File: src/i2p_pkg.sv
// Shared types, codes and helpers for the infix to postfix converter.
package i2p_pkg;

  // Token codes on both channels
  typedef enum logic [2:0] {
    KIND_OPERAND = 3'd0,
    KIND_PLUS    = 3'd1,
    KIND_MINUS   = 3'd2,
    KIND_TIMES   = 3'd3,
    KIND_DIVIDE  = 3'd4,
    KIND_OPEN    = 3'd5,
    KIND_CLOSE   = 3'd6
  } kind_t;

  // Result code that carries flags only (shares its code with open on the stack)
  localparam kind_t KIND_MARKER = KIND_OPEN;

  typedef enum logic [1:0] {
    ERR_NONE     = 2'd0,
    ERR_CLOSE    = 2'd1,
    ERR_OPEN     = 2'd2,
    ERR_OVERFLOW = 2'd3
  } err_t;

  typedef enum logic [2:0] {
    ST_IDLE,
    ST_POP_OP,
    ST_POP_CLOSE,
    ST_FLUSH,
    ST_FINISH
  } state_t;

  // Controller to datapath
  typedef struct packed {
    logic load;
    logic emit_in;
    logic push;
    logic pop;
    logic emit_top;
    logic set_err;
    err_t err_code;
    logic finish;
  } cmd_t;

  // Datapath to controller
  typedef struct packed {
    kind_t in_kind;
    logic  in_last;
    logic  last;
    logic  cnt_zero;
    logic  cnt_full;
    logic  top_open;
    logic  top_binds;
    logic  pend_valid;
    logic  slot_free;
  } status_t;

  // Binding strength of an operator; zero for anything else
  function automatic logic [1:0] prec(input kind_t k);
    logic [1:0] p;
    unique case (k) inside
      KIND_PLUS, KIND_MINUS:  p = 2'd1;
      KIND_TIMES, KIND_DIVIDE: p = 2'd2;
      default:                p = 2'd0;
    endcase
    return p;
  endfunction

endpackage

File: src/i2p_tok_if.sv
// Input token channel: valid/ready handshake with the token payload.
interface i2p_tok_if #(
  parameter int VALUE_WIDTH = 32
);
  logic                   valid;
  logic                   ready;
  logic [2:0]             kind;
  logic [VALUE_WIDTH-1:0] operand_value;
  logic                   last;

  modport source (output valid, output kind, output operand_value, output last, input ready);
  modport sink   (input valid, input kind, input operand_value, input last, output ready);
endinterface

File: src/i2p_res_if.sv
// Result channel: valid/ready handshake with one postfix result.
interface i2p_res_if #(
  parameter int VALUE_WIDTH = 32
);
  logic                   valid;
  logic                   ready;
  logic [2:0]             out_kind;
  logic [VALUE_WIDTH-1:0] out_value;
  logic                   end_of_expression;
  logic [1:0]             error_code;

  modport source (output valid, output out_kind, output out_value,
                  output end_of_expression, output error_code, input ready);
  modport sink   (input valid, input out_kind, input out_value,
                  input end_of_expression, input error_code, output ready);
endinterface

File: src/infix_to_postfix_converter_core.sv
// A result is held pending and moves to the output register when the next one is made or
// its token finishes. An operand, open paren or ignored code is loaded in idle, then
// finished. An operator pops each stacked operator that binds at least as tightly, then is
// pushed; a close paren pops operators up to its open paren. A last token flushes the stack.
// Tokens are taken one at a time, with one stack pop per cycle while results can move on.
// Reset (rst_n low, synchronous) empties the stack and drops any pending result.
module infix_to_postfix_converter_core
  import i2p_pkg::*;
#(
  parameter int STACK_DEPTH = 16,
  parameter int VALUE_WIDTH = 32
) (
  input  logic      clk,
  input  logic      rst_n,
  i2p_tok_if.sink   in_tok,
  i2p_res_if.source out_res
);

  cmd_t    cmd;
  status_t st;
  logic    ctrl_in_ready;

  i2p_ctrl u_ctrl (
    .clk      (clk),
    .rst_n    (rst_n),
    .in_valid (in_tok.valid),
    .in_ready (ctrl_in_ready),
    .st       (st),
    .cmd      (cmd)
  );

  i2p_datapath #(
    .STACK_DEPTH (STACK_DEPTH),
    .VALUE_WIDTH (VALUE_WIDTH)
  ) u_datapath (
    .clk              (clk),
    .rst_n            (rst_n),
    .in_kind          (in_tok.kind),
    .in_operand_value (in_tok.operand_value),
    .in_last          (in_tok.last),
    .out_valid        (out_res.valid),
    .out_ready        (out_res.ready),
    .out_kind         (out_res.out_kind),
    .out_value        (out_res.out_value),
    .out_end          (out_res.end_of_expression),
    .out_err          (out_res.error_code),
    .cmd              (cmd),
    .st               (st)
  );

  assign in_tok.ready = ctrl_in_ready;

endmodule

File: src/i2p_ctrl.sv
// Controller: sequences load, pop, push, flush and finish for one token.
module i2p_ctrl
  import i2p_pkg::*;
(
  input  logic    clk,
  input  logic    rst_n,
  input  logic    in_valid,
  output logic    in_ready,
  input  status_t st,
  output cmd_t    cmd
);

  state_t state_r;
  state_t state_nxt;
  logic   go;

  // Hold the state register
  always_ff @(posedge clk) begin
    if (!rst_n) begin
      state_r <= ST_IDLE;
    end else begin
      state_r <= state_nxt;
    end
  end

  // A new result may only be made when the pending one can move on
  assign go       = st.slot_free || !st.pend_valid;
  assign in_ready = (state_r == ST_IDLE);

  // Next state and commands
  always_comb begin
    state_nxt    = state_r;
    cmd          = '0;
    cmd.err_code = ERR_NONE;
    unique case (state_r)
      ST_IDLE: begin
        if (in_valid) begin
          cmd.load = 1'b1;
          unique case (st.in_kind) inside
            KIND_OPERAND: begin
              cmd.emit_in = 1'b1;
              state_nxt   = st.in_last ? ST_FLUSH : ST_FINISH;
            end
            KIND_OPEN: begin
              if (st.cnt_full) begin
                cmd.set_err  = 1'b1;
                cmd.err_code = ERR_OVERFLOW;
              end else begin
                cmd.push = 1'b1;
              end
              state_nxt = st.in_last ? ST_FLUSH : ST_FINISH;
            end
            KIND_PLUS, KIND_MINUS, KIND_TIMES, KIND_DIVIDE: begin
              state_nxt = ST_POP_OP;
            end
            KIND_CLOSE: begin
              state_nxt = ST_POP_CLOSE;
            end
            default: begin
              state_nxt = st.in_last ? ST_FLUSH : ST_FINISH;
            end
          endcase
        end
      end
      ST_POP_OP: begin
        if (go) begin
          if (!st.cnt_zero && !st.top_open && st.top_binds) begin
            cmd.pop      = 1'b1;
            cmd.emit_top = 1'b1;
          end else begin
            if (st.cnt_full) begin
              cmd.set_err  = 1'b1;
              cmd.err_code = ERR_OVERFLOW;
            end else begin
              cmd.push = 1'b1;
            end
            state_nxt = st.last ? ST_FLUSH : ST_FINISH;
          end
        end
      end
      ST_POP_CLOSE: begin
        if (go) begin
          if (st.cnt_zero) begin
            cmd.set_err  = 1'b1;
            cmd.err_code = ERR_CLOSE;
            state_nxt    = st.last ? ST_FLUSH : ST_FINISH;
          end else begin
            cmd.pop = 1'b1;
            if (st.top_open) begin
              state_nxt = st.last ? ST_FLUSH : ST_FINISH;
            end else begin
              cmd.emit_top = 1'b1;
            end
          end
        end
      end
      ST_FLUSH: begin
        if (go) begin
          if (st.cnt_zero) begin
            state_nxt = ST_FINISH;
          end else begin
            cmd.pop = 1'b1;
            if (st.top_open) begin
              cmd.set_err  = 1'b1;
              cmd.err_code = ERR_OPEN;
            end else begin
              cmd.emit_top = 1'b1;
            end
          end
        end
      end
      ST_FINISH: begin
        if (st.slot_free) begin
          cmd.finish = 1'b1;
          state_nxt  = ST_IDLE;
        end
      end
      default: begin
        state_nxt = ST_IDLE;
      end
    endcase
  end

`ifndef ASSERT_OFF
  // Tokens are only taken with nothing left pending from the previous one
  a_load_clean: assert property (@(posedge clk) disable iff (!rst_n)
    cmd.load |-> !st.pend_valid)
    else $error("token loaded with a result still pending");

  // Finishing a token always returns to idle
  a_finish_idle: assert property (@(posedge clk) disable iff (!rst_n)
    cmd.finish |=> (state_r == ST_IDLE))
    else $error("finish did not return to idle");

  // Never pop an empty stack
  a_no_pop_empty: assert property (@(posedge clk) disable iff (!rst_n)
    cmd.pop |-> !st.cnt_zero)
    else $error("pop from empty stack");
`endif

endmodule

File: src/i2p_datapath.sv
// Datapath: token registers, operator stack, pending result and output register.
module i2p_datapath
  import i2p_pkg::*;
#(
  parameter int STACK_DEPTH = 16,
  parameter int VALUE_WIDTH = 32
) (
  input  logic                   clk,
  input  logic                   rst_n,
  input  logic [2:0]             in_kind,
  input  logic [VALUE_WIDTH-1:0] in_operand_value,
  input  logic                   in_last,
  output logic                   out_valid,
  input  logic                   out_ready,
  output logic [2:0]             out_kind,
  output logic [VALUE_WIDTH-1:0] out_value,
  output logic                   out_end,
  output logic [1:0]             out_err,
  input  cmd_t                   cmd,
  output status_t                st
);

  localparam int CNT_W = $clog2(STACK_DEPTH + 1);
  localparam int IDX_W = (STACK_DEPTH > 1) ? $clog2(STACK_DEPTH) : 1;

  // Stack storage; top_r mirrors the top entry, rd_r the one below it
  logic [2:0] stack_mem [STACK_DEPTH];
  logic [CNT_W-1:0] cnt_r, cnt_nxt, rd_cnt;
  kind_t top_r, rd_r, push_kind;

  // Current token
  kind_t kind_r;
  logic  last_r;
  err_t  err_r, err_nxt;

  // Pending result (not yet known to be the final one)
  logic                   pend_valid_r;
  kind_t                  pend_kind_r;
  logic [VALUE_WIDTH-1:0] pend_value_r;

  // Output register
  logic                   out_valid_r;
  kind_t                  out_kind_r;
  logic [VALUE_WIDTH-1:0] out_value_r;
  logic                   out_end_r;
  err_t                   out_err_r;

  logic slot_free;
  logic move_pend;
  logic move_marker;

  assign slot_free = !out_valid_r || out_ready;
  assign push_kind = cmd.load ? kind_t'(in_kind) : kind_r;

  // Next stack count and read address for the entry below the new top
  always_comb begin
    cnt_nxt = cnt_r;
    if (cmd.push) begin
      cnt_nxt = cnt_r + CNT_W'(1);
    end else if (cmd.pop) begin
      cnt_nxt = cnt_r - CNT_W'(1);
    end
  end
  assign rd_cnt = cnt_nxt - CNT_W'(2);

  // Write on push, read the entry under the next top
  always_ff @(posedge clk) begin
    if (cmd.push) begin
      stack_mem[cnt_r[IDX_W-1:0]] <= push_kind;
    end
    rd_r <= kind_t'(stack_mem[rd_cnt[IDX_W-1:0]]);
  end

  // Advance the count and top copy
  always_ff @(posedge clk) begin
    if (!rst_n) begin
      cnt_r <= '0;
    end else begin
      cnt_r <= cnt_nxt;
    end
  end

  always_ff @(posedge clk) begin
    if (cmd.push) begin
      top_r <= push_kind;
    end else if (cmd.pop) begin
      top_r <= rd_r;
    end
  end

  // Error register keeps the first error found for the token
  always_comb begin
    err_nxt = err_r;
    if (cmd.load) begin
      err_nxt = cmd.set_err ? cmd.err_code : ERR_NONE;
    end else if (cmd.set_err && (err_r == ERR_NONE)) begin
      err_nxt = cmd.err_code;
    end
  end

  always_ff @(posedge clk) begin
    err_r <= err_nxt;
    if (cmd.load) begin
      kind_r <= kind_t'(in_kind);
      last_r <= in_last;
    end
  end

  // Pending result: fill on emit, drain on finish
  assign move_pend   = (cmd.emit_top || cmd.finish) && pend_valid_r;
  assign move_marker = cmd.finish && !pend_valid_r && (last_r || (err_r != ERR_NONE));

  always_ff @(posedge clk) begin
    if (!rst_n) begin
      pend_valid_r <= 1'b0;
    end else if (cmd.emit_in || cmd.emit_top) begin
      pend_valid_r <= 1'b1;
    end else if (cmd.finish) begin
      pend_valid_r <= 1'b0;
    end
  end

  always_ff @(posedge clk) begin
    if (cmd.emit_in) begin
      pend_kind_r  <= KIND_OPERAND;
      pend_value_r <= in_operand_value;
    end else if (cmd.emit_top) begin
      pend_kind_r  <= top_r;
      pend_value_r <= '0;
    end
  end

  // Output register: load on a move, clear on transfer
  always_ff @(posedge clk) begin
    if (!rst_n) begin
      out_valid_r <= 1'b0;
    end else if (move_pend || move_marker) begin
      out_valid_r <= 1'b1;
    end else if (out_ready) begin
      out_valid_r <= 1'b0;
    end
  end

  always_ff @(posedge clk) begin
    if (move_pend) begin
      out_kind_r  <= pend_kind_r;
      out_value_r <= pend_value_r;
      out_end_r   <= cmd.finish && last_r;
      out_err_r   <= cmd.finish ? err_r : ERR_NONE;
    end else if (move_marker) begin
      out_kind_r  <= KIND_MARKER;
      out_value_r <= '0;
      out_end_r   <= last_r;
      out_err_r   <= err_r;
    end
  end

  assign out_valid = out_valid_r;
  assign out_kind  = out_kind_r;
  assign out_value = out_value_r;
  assign out_end   = out_end_r;
  assign out_err   = out_err_r;

  // Status back to the controller
  always_comb begin
    st            = '0;
    st.in_kind    = kind_t'(in_kind);
    st.in_last    = in_last;
    st.last       = last_r;
    st.cnt_zero   = (cnt_r == '0);
    st.cnt_full   = (cnt_r >= CNT_W'(STACK_DEPTH));
    st.top_open   = (top_r == KIND_OPEN);
    st.top_binds  = (prec(top_r) >= prec(kind_r));
    st.pend_valid = pend_valid_r;
    st.slot_free  = slot_free;
  end

`ifndef ASSERT_OFF
  // The count never passes the stack depth
  a_cnt_range: assert property (@(posedge clk) disable iff (!rst_n)
    cnt_r <= CNT_W'(STACK_DEPTH))
    else $error("stack count beyond depth");

  // Never push onto a full stack
  a_no_push_full: assert property (@(posedge clk) disable iff (!rst_n)
    cmd.push |-> (cnt_r < CNT_W'(STACK_DEPTH)))
    else $error("push onto full stack");

  // A result only enters the output register when it is free
  a_out_no_clobber: assert property (@(posedge clk) disable iff (!rst_n)
    (move_pend || move_marker) |-> slot_free)
    else $error("output register overwritten before transfer");
`endif

endmodule

File: src/flat_wrapper.sv
// flat-port wrapper written by rule: the top's interface ports become plain ports
module infix_to_postfix_converter_core_flat import i2p_pkg::*;
#(
  parameter int STACK_DEPTH = 16,
  parameter int VALUE_WIDTH = 32
)
  (clk, rst_n, in_tok_valid, in_tok_kind, in_tok_operand_value, in_tok_last, in_tok_ready, out_res_valid, out_res_out_kind, out_res_out_value, out_res_end_of_expression, out_res_error_code, out_res_ready);
  i2p_tok_if #(.VALUE_WIDTH(VALUE_WIDTH)) in_tok_i ();
  i2p_res_if #(.VALUE_WIDTH(VALUE_WIDTH)) out_res_i ();
  input  logic clk;
  input  logic rst_n;
  input wire logic [$bits(in_tok_i.valid)-1:0] in_tok_valid;
  input wire logic [$bits(in_tok_i.kind)-1:0] in_tok_kind;
  input wire logic [$bits(in_tok_i.operand_value)-1:0] in_tok_operand_value;
  input wire logic [$bits(in_tok_i.last)-1:0] in_tok_last;
  output wire logic [$bits(in_tok_i.ready)-1:0] in_tok_ready;
  output wire logic [$bits(out_res_i.valid)-1:0] out_res_valid;
  output wire logic [$bits(out_res_i.out_kind)-1:0] out_res_out_kind;
  output wire logic [$bits(out_res_i.out_value)-1:0] out_res_out_value;
  output wire logic [$bits(out_res_i.end_of_expression)-1:0] out_res_end_of_expression;
  output wire logic [$bits(out_res_i.error_code)-1:0] out_res_error_code;
  input wire logic [$bits(out_res_i.ready)-1:0] out_res_ready;
  assign in_tok_i.valid = in_tok_valid;
  assign in_tok_i.kind = in_tok_kind;
  assign in_tok_i.operand_value = in_tok_operand_value;
  assign in_tok_i.last = in_tok_last;
  assign in_tok_ready = in_tok_i.ready;
  assign out_res_valid = out_res_i.valid;
  assign out_res_out_kind = out_res_i.out_kind;
  assign out_res_out_value = out_res_i.out_value;
  assign out_res_end_of_expression = out_res_i.end_of_expression;
  assign out_res_error_code = out_res_i.error_code;
  assign out_res_i.ready = out_res_ready;
  infix_to_postfix_converter_core #(.STACK_DEPTH(STACK_DEPTH), .VALUE_WIDTH(VALUE_WIDTH)) u_core (.clk(clk), .rst_n(rst_n), .in_tok(in_tok_i), .out_res(out_res_i));
endmodule
File: config.mk
export PLATFORM = sky130hd
export DESIGN_NAME = infix_to_postfix_converter_core_flat
export DESIGN_NICKNAME = d
export VERILOG_FILES = /design/src/i2p_pkg.sv /design/src/i2p_tok_if.sv /design/src/i2p_res_if.sv /design/src/infix_to_postfix_converter_core.sv /design/src/i2p_ctrl.sv /design/src/i2p_datapath.sv /design/src/flat_wrapper.sv
export SDC_FILE = /design/constraint.sdc
export NUM_CORES = 1
export LEC_CHECK = 0
export BUFFER_PORTS_ARGS = -buffer_cell sky130_fd_sc_hd__buf_2
export CAP_MARGIN = 20
export CELL_PAD_IN_SITES_DETAIL_PLACEMENT = 1
export CELL_PAD_IN_SITES_GLOBAL_PLACEMENT = 1
export CORE_MARGIN = 4
export CORE_UTILIZATION = 47
export CTS_CLUSTER_SIZE = 40
export DETAILED_ROUTE_END_ITERATION = 8
export PLACE_DENSITY = 0.9
export SYNTH_ARGS = -nofsm -noshare
export SYNTH_HDL_FRONTEND = slang
export SYNTH_SLANG_ARGS = --single-unit
File: constraint.sdc
create_clock -name clk -period 5.2 [get_ports clk]
set_clock_uncertainty 0.15 [all_clocks]
set_input_delay 0.26 -clock clk [delete_from_list [all_inputs] [get_ports clk]]
set_output_delay 0.26 -clock clk [all_outputs]
set_load 0.05 [all_outputs]
[After elaboration in Yosys (flattened, before gate mapping)]
Memories as Yosys holds them, arrays and structs flattened. A register that Yosys moved wholly into a read port is not among the register bits.
Cells that the tools add are included.
Word-level totals
  RAM bits: 48
  memories kept: 1
  register bits after elaboration: 92
  word-level logic and storage cells: 145
  output and inout port bits: 40
Operators by class
  muxes and demuxes: 64
  equal/unequal tests: 27
  magnitude comparators: 2
  reduce and logical (&&, ||, !) cells: 34
  add/subtract/negate cells: 3
Memories
  u_core.u_datapath.stack_mem: words 16, width 3, read ports 1, clocked after memory_dff 1, wr ports 1, line i2p_datapath.sv:27  | logic [2:0] stack_mem [STACK_DEPTH];
Operators with widths (number)
  32-bit two-way mux: 4
  3-bit two-way mux: 23
  5-bit two-way mux: 5
  3-bit by 2-bit == test with 1-bit output (second input constant): 8
  3-bit == test (second input constant): 7
  2-bit two-way mux: 9
  1-bit two-way mux: 15
  3-bit one-hot mux with 5 select lines: 1
  2-bit inequality test (second input constant): 7
  2-bit nonzero test: 7
  3-bit by 1-bit == test with 1-bit output (second input constant): 4
  3-bit one-hot mux with 4 select lines: 1
  2-bit one-hot mux with 2 select lines: 2
  8-bit AND reduction: 1
  2-bit OR reduction: 4
  1-bit logical AND: 7
  3-bit logical NOT: 2
  1-bit logical OR: 6
  6-bit two-way mux: 1
  2-bit one-hot mux with 3 select lines: 1
  3-bit one-hot mux with 2 select lines: 1
  5-bit by 1-bit adder with 5-bit output (second input constant): 1
  5-bit greater-or-equal comparator (second input constant): 1
  5-bit logical NOT: 1
  8 further kinds: 11

[Depth between registers and ports, before layout]
  depth in word-level cells: 12
  gate-level depth with buffers: 14

[By module]
A second synthesis with hierarchy kept.
Second synthesis, totals
  cells, all modules: 459
  area total of the unflattened synthesis: 6237.2 um2
Modules (own cells, without submodules)
  i2p_datapath: area an instance 5744.3 um2, instances 1, seq. area each 4043.9 um2, cells an instance 392
  i2p_ctrl: area an instance 493.0 um2, instances 1, seq. area each 60.1 um2, cells an instance 67

[Worst setup path before layout]
No wires, ideal clock.
  kind: flip-flop to flip-flop
  start point: register u_core.u_datapath.cnt_r[0]
  end point: register u_core.u_datapath.rd_r[0] (read register of u_core.u_datapath.stack_mem)
  data required time: 4.916 ns
  setup slack: 1.482 ns
  arrival time: 3.434 ns
  library setup time: 0.134 ns
  stages on the path, launching flop included: 14
  clock period less this slack: 3.718 ns
  cells stage by stage: dfxtp_1 > inv_1 > ha_1 > or4b_4 > and2_4 > a211o_1 > nand2_1 > clkbuf_1 > a22oi_1 > xor2_1 > ha_1 > xnor3_1 > a2111oi_0 > or4_1
Between the ends
  cells in the longest elaborated chain, start to end: 10
  elaborated cells between the ends (all ways): 22
  those cells by class: add/sub: 3; order compare: 1; mux: 14; reduce/logical: 4
Ends and longest elaborated chain
  start: declaration: line i2p_datapath.sv:28  | logic [CNT_W-1:0] cnt_r, cnt_nxt, rd_cnt;
  start signal: assignment: line i2p_datapath.sv:79  | cnt_r <= cnt_nxt;
  parallel branches: the longest is 8 deep, another holds 5-bit greater-or-equal comparator
  5-bit two-way mux (*): line i2p_datapath.sv:58  | if (cmd.push) begin
  4-bit by 2-bit subtractor with 4-bit output (*): line i2p_datapath.sv:64  | assign rd_cnt = cnt_nxt - CNT_W'(2);
  end: declaration: line i2p_datapath.sv:29  | kind_t top_r, rd_r, push_kind;
Mark *: on every way between the ends.
A chain may end at the register's enable or synchronous reset.

[Worst setup path after layout]
  start point: register u_core.u_datapath.top_r[0]
  end point: register u_core.u_datapath.rd_r[0] (read register of u_core.u_datapath.stack_mem)
Between the ends
  cells in the longest elaborated chain, start to end: 11
  elaborated cells between the ends (all ways): 20
  those cells by class: add/sub: 1; order compare: 1; eq/ne: 5; mux: 8; reduce/logical: 5
Ends and longest elaborated chain
  start: declaration: line i2p_datapath.sv:29
  start signal: assignment: line i2p_datapath.sv:85  | top_r <= push_kind;
  start signal: assignment: line i2p_datapath.sv:87  | top_r <= rd_r;
  3-bit by 2-bit == test with 1-bit output (tied with other cells): line i2p_datapath.sv:173  | st.top_binds = (prec(top_r) >= prec(kind_r));
  2-bit OR reduction: line i2p_pkg.sv:61  | unique case (k) inside
  2-bit one-hot mux with 2 select lines: line i2p_pkg.sv:61
  2-bit greater-or-equal comparator: line i2p_datapath.sv:173
  1-bit logical AND (*): line i2p_ctrl.sv:67  | if (!st.cnt_zero && !st.top_open && st.top_binds) begin
  2-bit two-way mux: line i2p_ctrl.sv:67
  6-bit two-way mux (*): line i2p_ctrl.sv:66  | if (go) begin
  2-bit one-hot mux with 3 select lines: line i2p_ctrl.sv:35  | unique case (state_r)
  5-bit two-way mux: line i2p_datapath.sv:60  | end else if (cmd.pop) begin
  5-bit two-way mux (*): line i2p_datapath.sv:58
  4-bit by 2-bit subtractor with 4-bit output (*): line i2p_datapath.sv:64
Every way passes the cells marked *; elsewhere a longest branch is shown, timed or not.

==> summary.md <==
| Metric | Value |
|---|---|
| Crit path DAT | 4.57 ns |
| Met3 WL | 731 um |
| F_max | 0.2253 GHz |
| Layout net count | 617 |
| Min-delay src | in_tok_operand_value[21] |
| CTS-repair resized insts | 0 |
| Per-cell routed wire length | 22.44 um |
| Cell variety after synth | 57 |
| Clk_lat worst skew | 0.42 ns |
| Worst Hold Class | primary input to register |
| IO Port Bufs | 79 |
| VDD IR-drop max | 0.3632 mV |
| Root Buffer | clkbuf_16 |
| Vias in the first global route | 4476 |
| Avg Inst Size Synth | 13.57 um2 |
| Final Cycle Share | 85.35% |
| Total vias in the final route | 4148 |
| Setup violators final | 0 |
| Num rows | 41 |
| Origin of the critical flop-to-flop path | u_core.u_datapath.top_r[0]$_DFFE_PP_ |
| First-pass GRT wire length | 25.74 mm |
| Gr ovfl total | 0 |
| Worst setup startpoint | u_core.u_datapath.top_r[0]$_DFFE_PP_ |
| Worst slew pin tran | 0.8792 ns |
| Area growth syn-to-layout | 24.15% |
| Reg clk slew, reported paths | 0.07 ns |
| IO Count | 80 |
| Mapped Area | 0.006201 mm2 |
| Setup crit end | u_core.u_datapath.rd_r[0]$_DFF_P_ |
| Register area | 0.004104 mm2 |
| Final HPWL DP | 9.943 mm |
| RR Endpoint | u_core.u_datapath.rd_r[0]$_DFF_P_ |
| Worst setup EP type | register |
| TNS Setup | 0 ns |
| PD cells | 668.6 mW/mm2 |
| Maxcap violations | 0 |
| 1st-pass router iterations | 4 |
| Antenna Cells | 0 |
| Ys async rst share | 0% |
| Initial DRC Count | 369 |
| GRT Overall Usage | 23.47% |
| Cell count after placement | 692 |
| Core Box Area | 0.01277 mm2 |
| Sequential share of the synthesized area | 66.18% |
| Max clock buf depth | 2 |
| Reg2Reg Depth | 11 |
| Hold Vio Cnt, Final | 0 |
| Worst EP required | 5.33 ns |
| Fillers | 1261 |
| Synth Instances | 457 |
| Status | finished clean |
| CTS tree | yes |
| Primary FF master, synth | edfxtp_1 |
| Most frequent cells in the layout | 124 x edfxtp_1, 79 x buf_2, 72 x and2_1 |
| Max layer used | met4 |
| Initial Util | 48.55% |
| Area of the multi-input gates | 0.001983 mm2 |
| CTS HTree Levels | 4 |
| CP startpoint kind | register |
| Initial antenna violation count | 0 |
| M1 WL | 6.636 mm |
| Yosys reg bits | 143 |
| DIE WIDTH | 122.9 um |
| Hold_buf cts | 28 |
| Slew headroom | 41.04% |
| Post-route DRC violation count | 0 |
| Post-CTS Setup Inserts | 0 |
| RSZ-0062 raised after global routing | no |
| Leakage | 2.961 nW |
| Crit Path Class | register to register |
| CTS buffer count | 17 |
| Ys Warns | 0 |
| Post-Route WL | 16.92 mm |
| Fin crit period | 4.438 ns |
| Largest net degree at the start of global routing | 40 |
| Antenna Nets Post-Route | 0 |
| Die Ht | 122.9 um |
| Reg-to-reg slack, setup | 0.76 ns |
| Net count after synthesis | 505 |
| Most common cell after layout, fill and taps aside | edfxtp_1 |
| Non-filler cells, final | 754 |
| WL met2 | 9.135 mm |
| Crit-path max FO | 25 |
| Via/cell ratio | 5.501 |
| EDFF count, synth | 124 |
| GPL Wtd Cong | 0.8069 |
| Sink Count | 143 |
| Share of cells above drive strength 1 | 22.85% |
| Full die area | 0.01509 mm2 |
| Slew Viols, Final | 0 |
[critical path: stages, from the launching register on]
cell,delay (ns)
edfxtp_1,0.47
xor2_1,0.21
nand2b_1,0.09
ha_1,0.29
nand2b_1,0.17
a21oi_1,0.42
o31ai_1,0.22
o31ai_2,0.75
nand2_4,0.41
a211oi_1,0.43
a2111oi_0,0.12
or4_1,0.56
[Yosys cell counts (all sizes together) (10+ instances only)]
master | number | area [um2]
a2111oi | 12 | 105.1
a211oi | 14 | 130.1
a21oi | 10 | 50.05
and2 | 73 | 459.2
and3 | 17 | 106.4
clkbuf | 14 | 52.55
dfxtp | 19 | 380.4
edfxtp | 124 | 3724
mux2i | 16 | 160.2
nand2 | 28 | 115.1
nor2 | 25 | 93.84
[worst min-delay path by stage]
stage,end,slack [ns],cells past startpoint
after CTS,u_core.u_datapath.pend_value_r[21]$_SDFFCE_PN0P_,0.001,2
after detailed placement,u_core.u_datapath.pend_kind_r[2]$_SDFFE_PP0P_,0.35,2
after global routing,u_core.u_datapath.pend_value_r[21]$_SDFFCE_PN0P_,0.0003,2
after global placement,u_core.u_datapath.pend_kind_r[2]$_SDFFE_PP0P_,0.32,2
after floorplan,u_core.u_datapath.last_r$_DFFE_PP_,0.21,0
final,u_core.u_datapath.pend_value_r[21]$_SDFFCE_PN0P_,0.01,2
[where the power goes]
part           switching (mW)  internal, mW
Clock                   0.485         0.818
Sequential              0.181          1.63
Combinational            1.35         0.685
Total                    2.02          3.13
[cell type report]
type | count | area share (%)
well taps | 172 | 2.795
inverters | 6 | 0.2925
multi-input cells | 287 | 25.76
flip-flops and latches | 143 | 53.31
clock buffers | 19 | 5.753
repair buffers | 114 | 9.654
clock inverters | 13 | 2.438
[per-layer routing]
layer,vias to the layer above,track usage [%]
li1,1927,-
met1,2077,27.28
met2,120,42.13
met3,24,5.207
met4,0,9.027
met5,-,0
[sequential cells by signal, summed over array words and instances, names as in the netlist, 3 cells and up]
name and count:
u_core.u_datapath.stack_mem 48, u_core.u_datapath.out_value 32, u_core.u_datapath.pend_value_r 32, u_core.u_datapath.cnt_r 5
u_core.u_ctrl.state_r 3, u_core.u_datapath.kind_r 3, u_core.u_datapath.out_kind 3, u_core.u_datapath.pend_kind_r 3
u_core.u_datapath.rd_r 3, u_core.u_datapath.top_r 3
[through the flow]
step           power (mW)  hold WS, ns  instance area [um2]  util (%)  setup WS (ns)
6_report            5.148     0.009565                 7699     60.27         0.7616
5_1_grt             5.395    0.0002707                 7699     60.27         0.5223
4_1_cts             5.101     0.001001                 7669     60.04         0.9048
3_5_place_dp        3.753       0.3513                 6758     52.90         0.9895
3_3_place_gp        3.606       0.3199                 6758     52.90          1.252
2_1_floorplan       3.267       0.2089                 6201         -          1.482
[kinds of logic (layout without fill, tap and decap cells)]
logic type | after synthesis | after routing | share of synthesized area (%)
and+or+nand+nor | 192 | 192 | 18.04
DFF | 143 | 143 | 66.18
AOI/OAI and AO/OA | 64 | 64 | 8.011
buffers and inverters | 27 | 152 | 2.119
muxes | 16 | 16 | 2.583
adders and majority gates | 8 | 8 | 1.614
xor gates and xnor gates | 7 | 7 | 1.453
No activity file was read; power rests on OpenSTA's default activity.
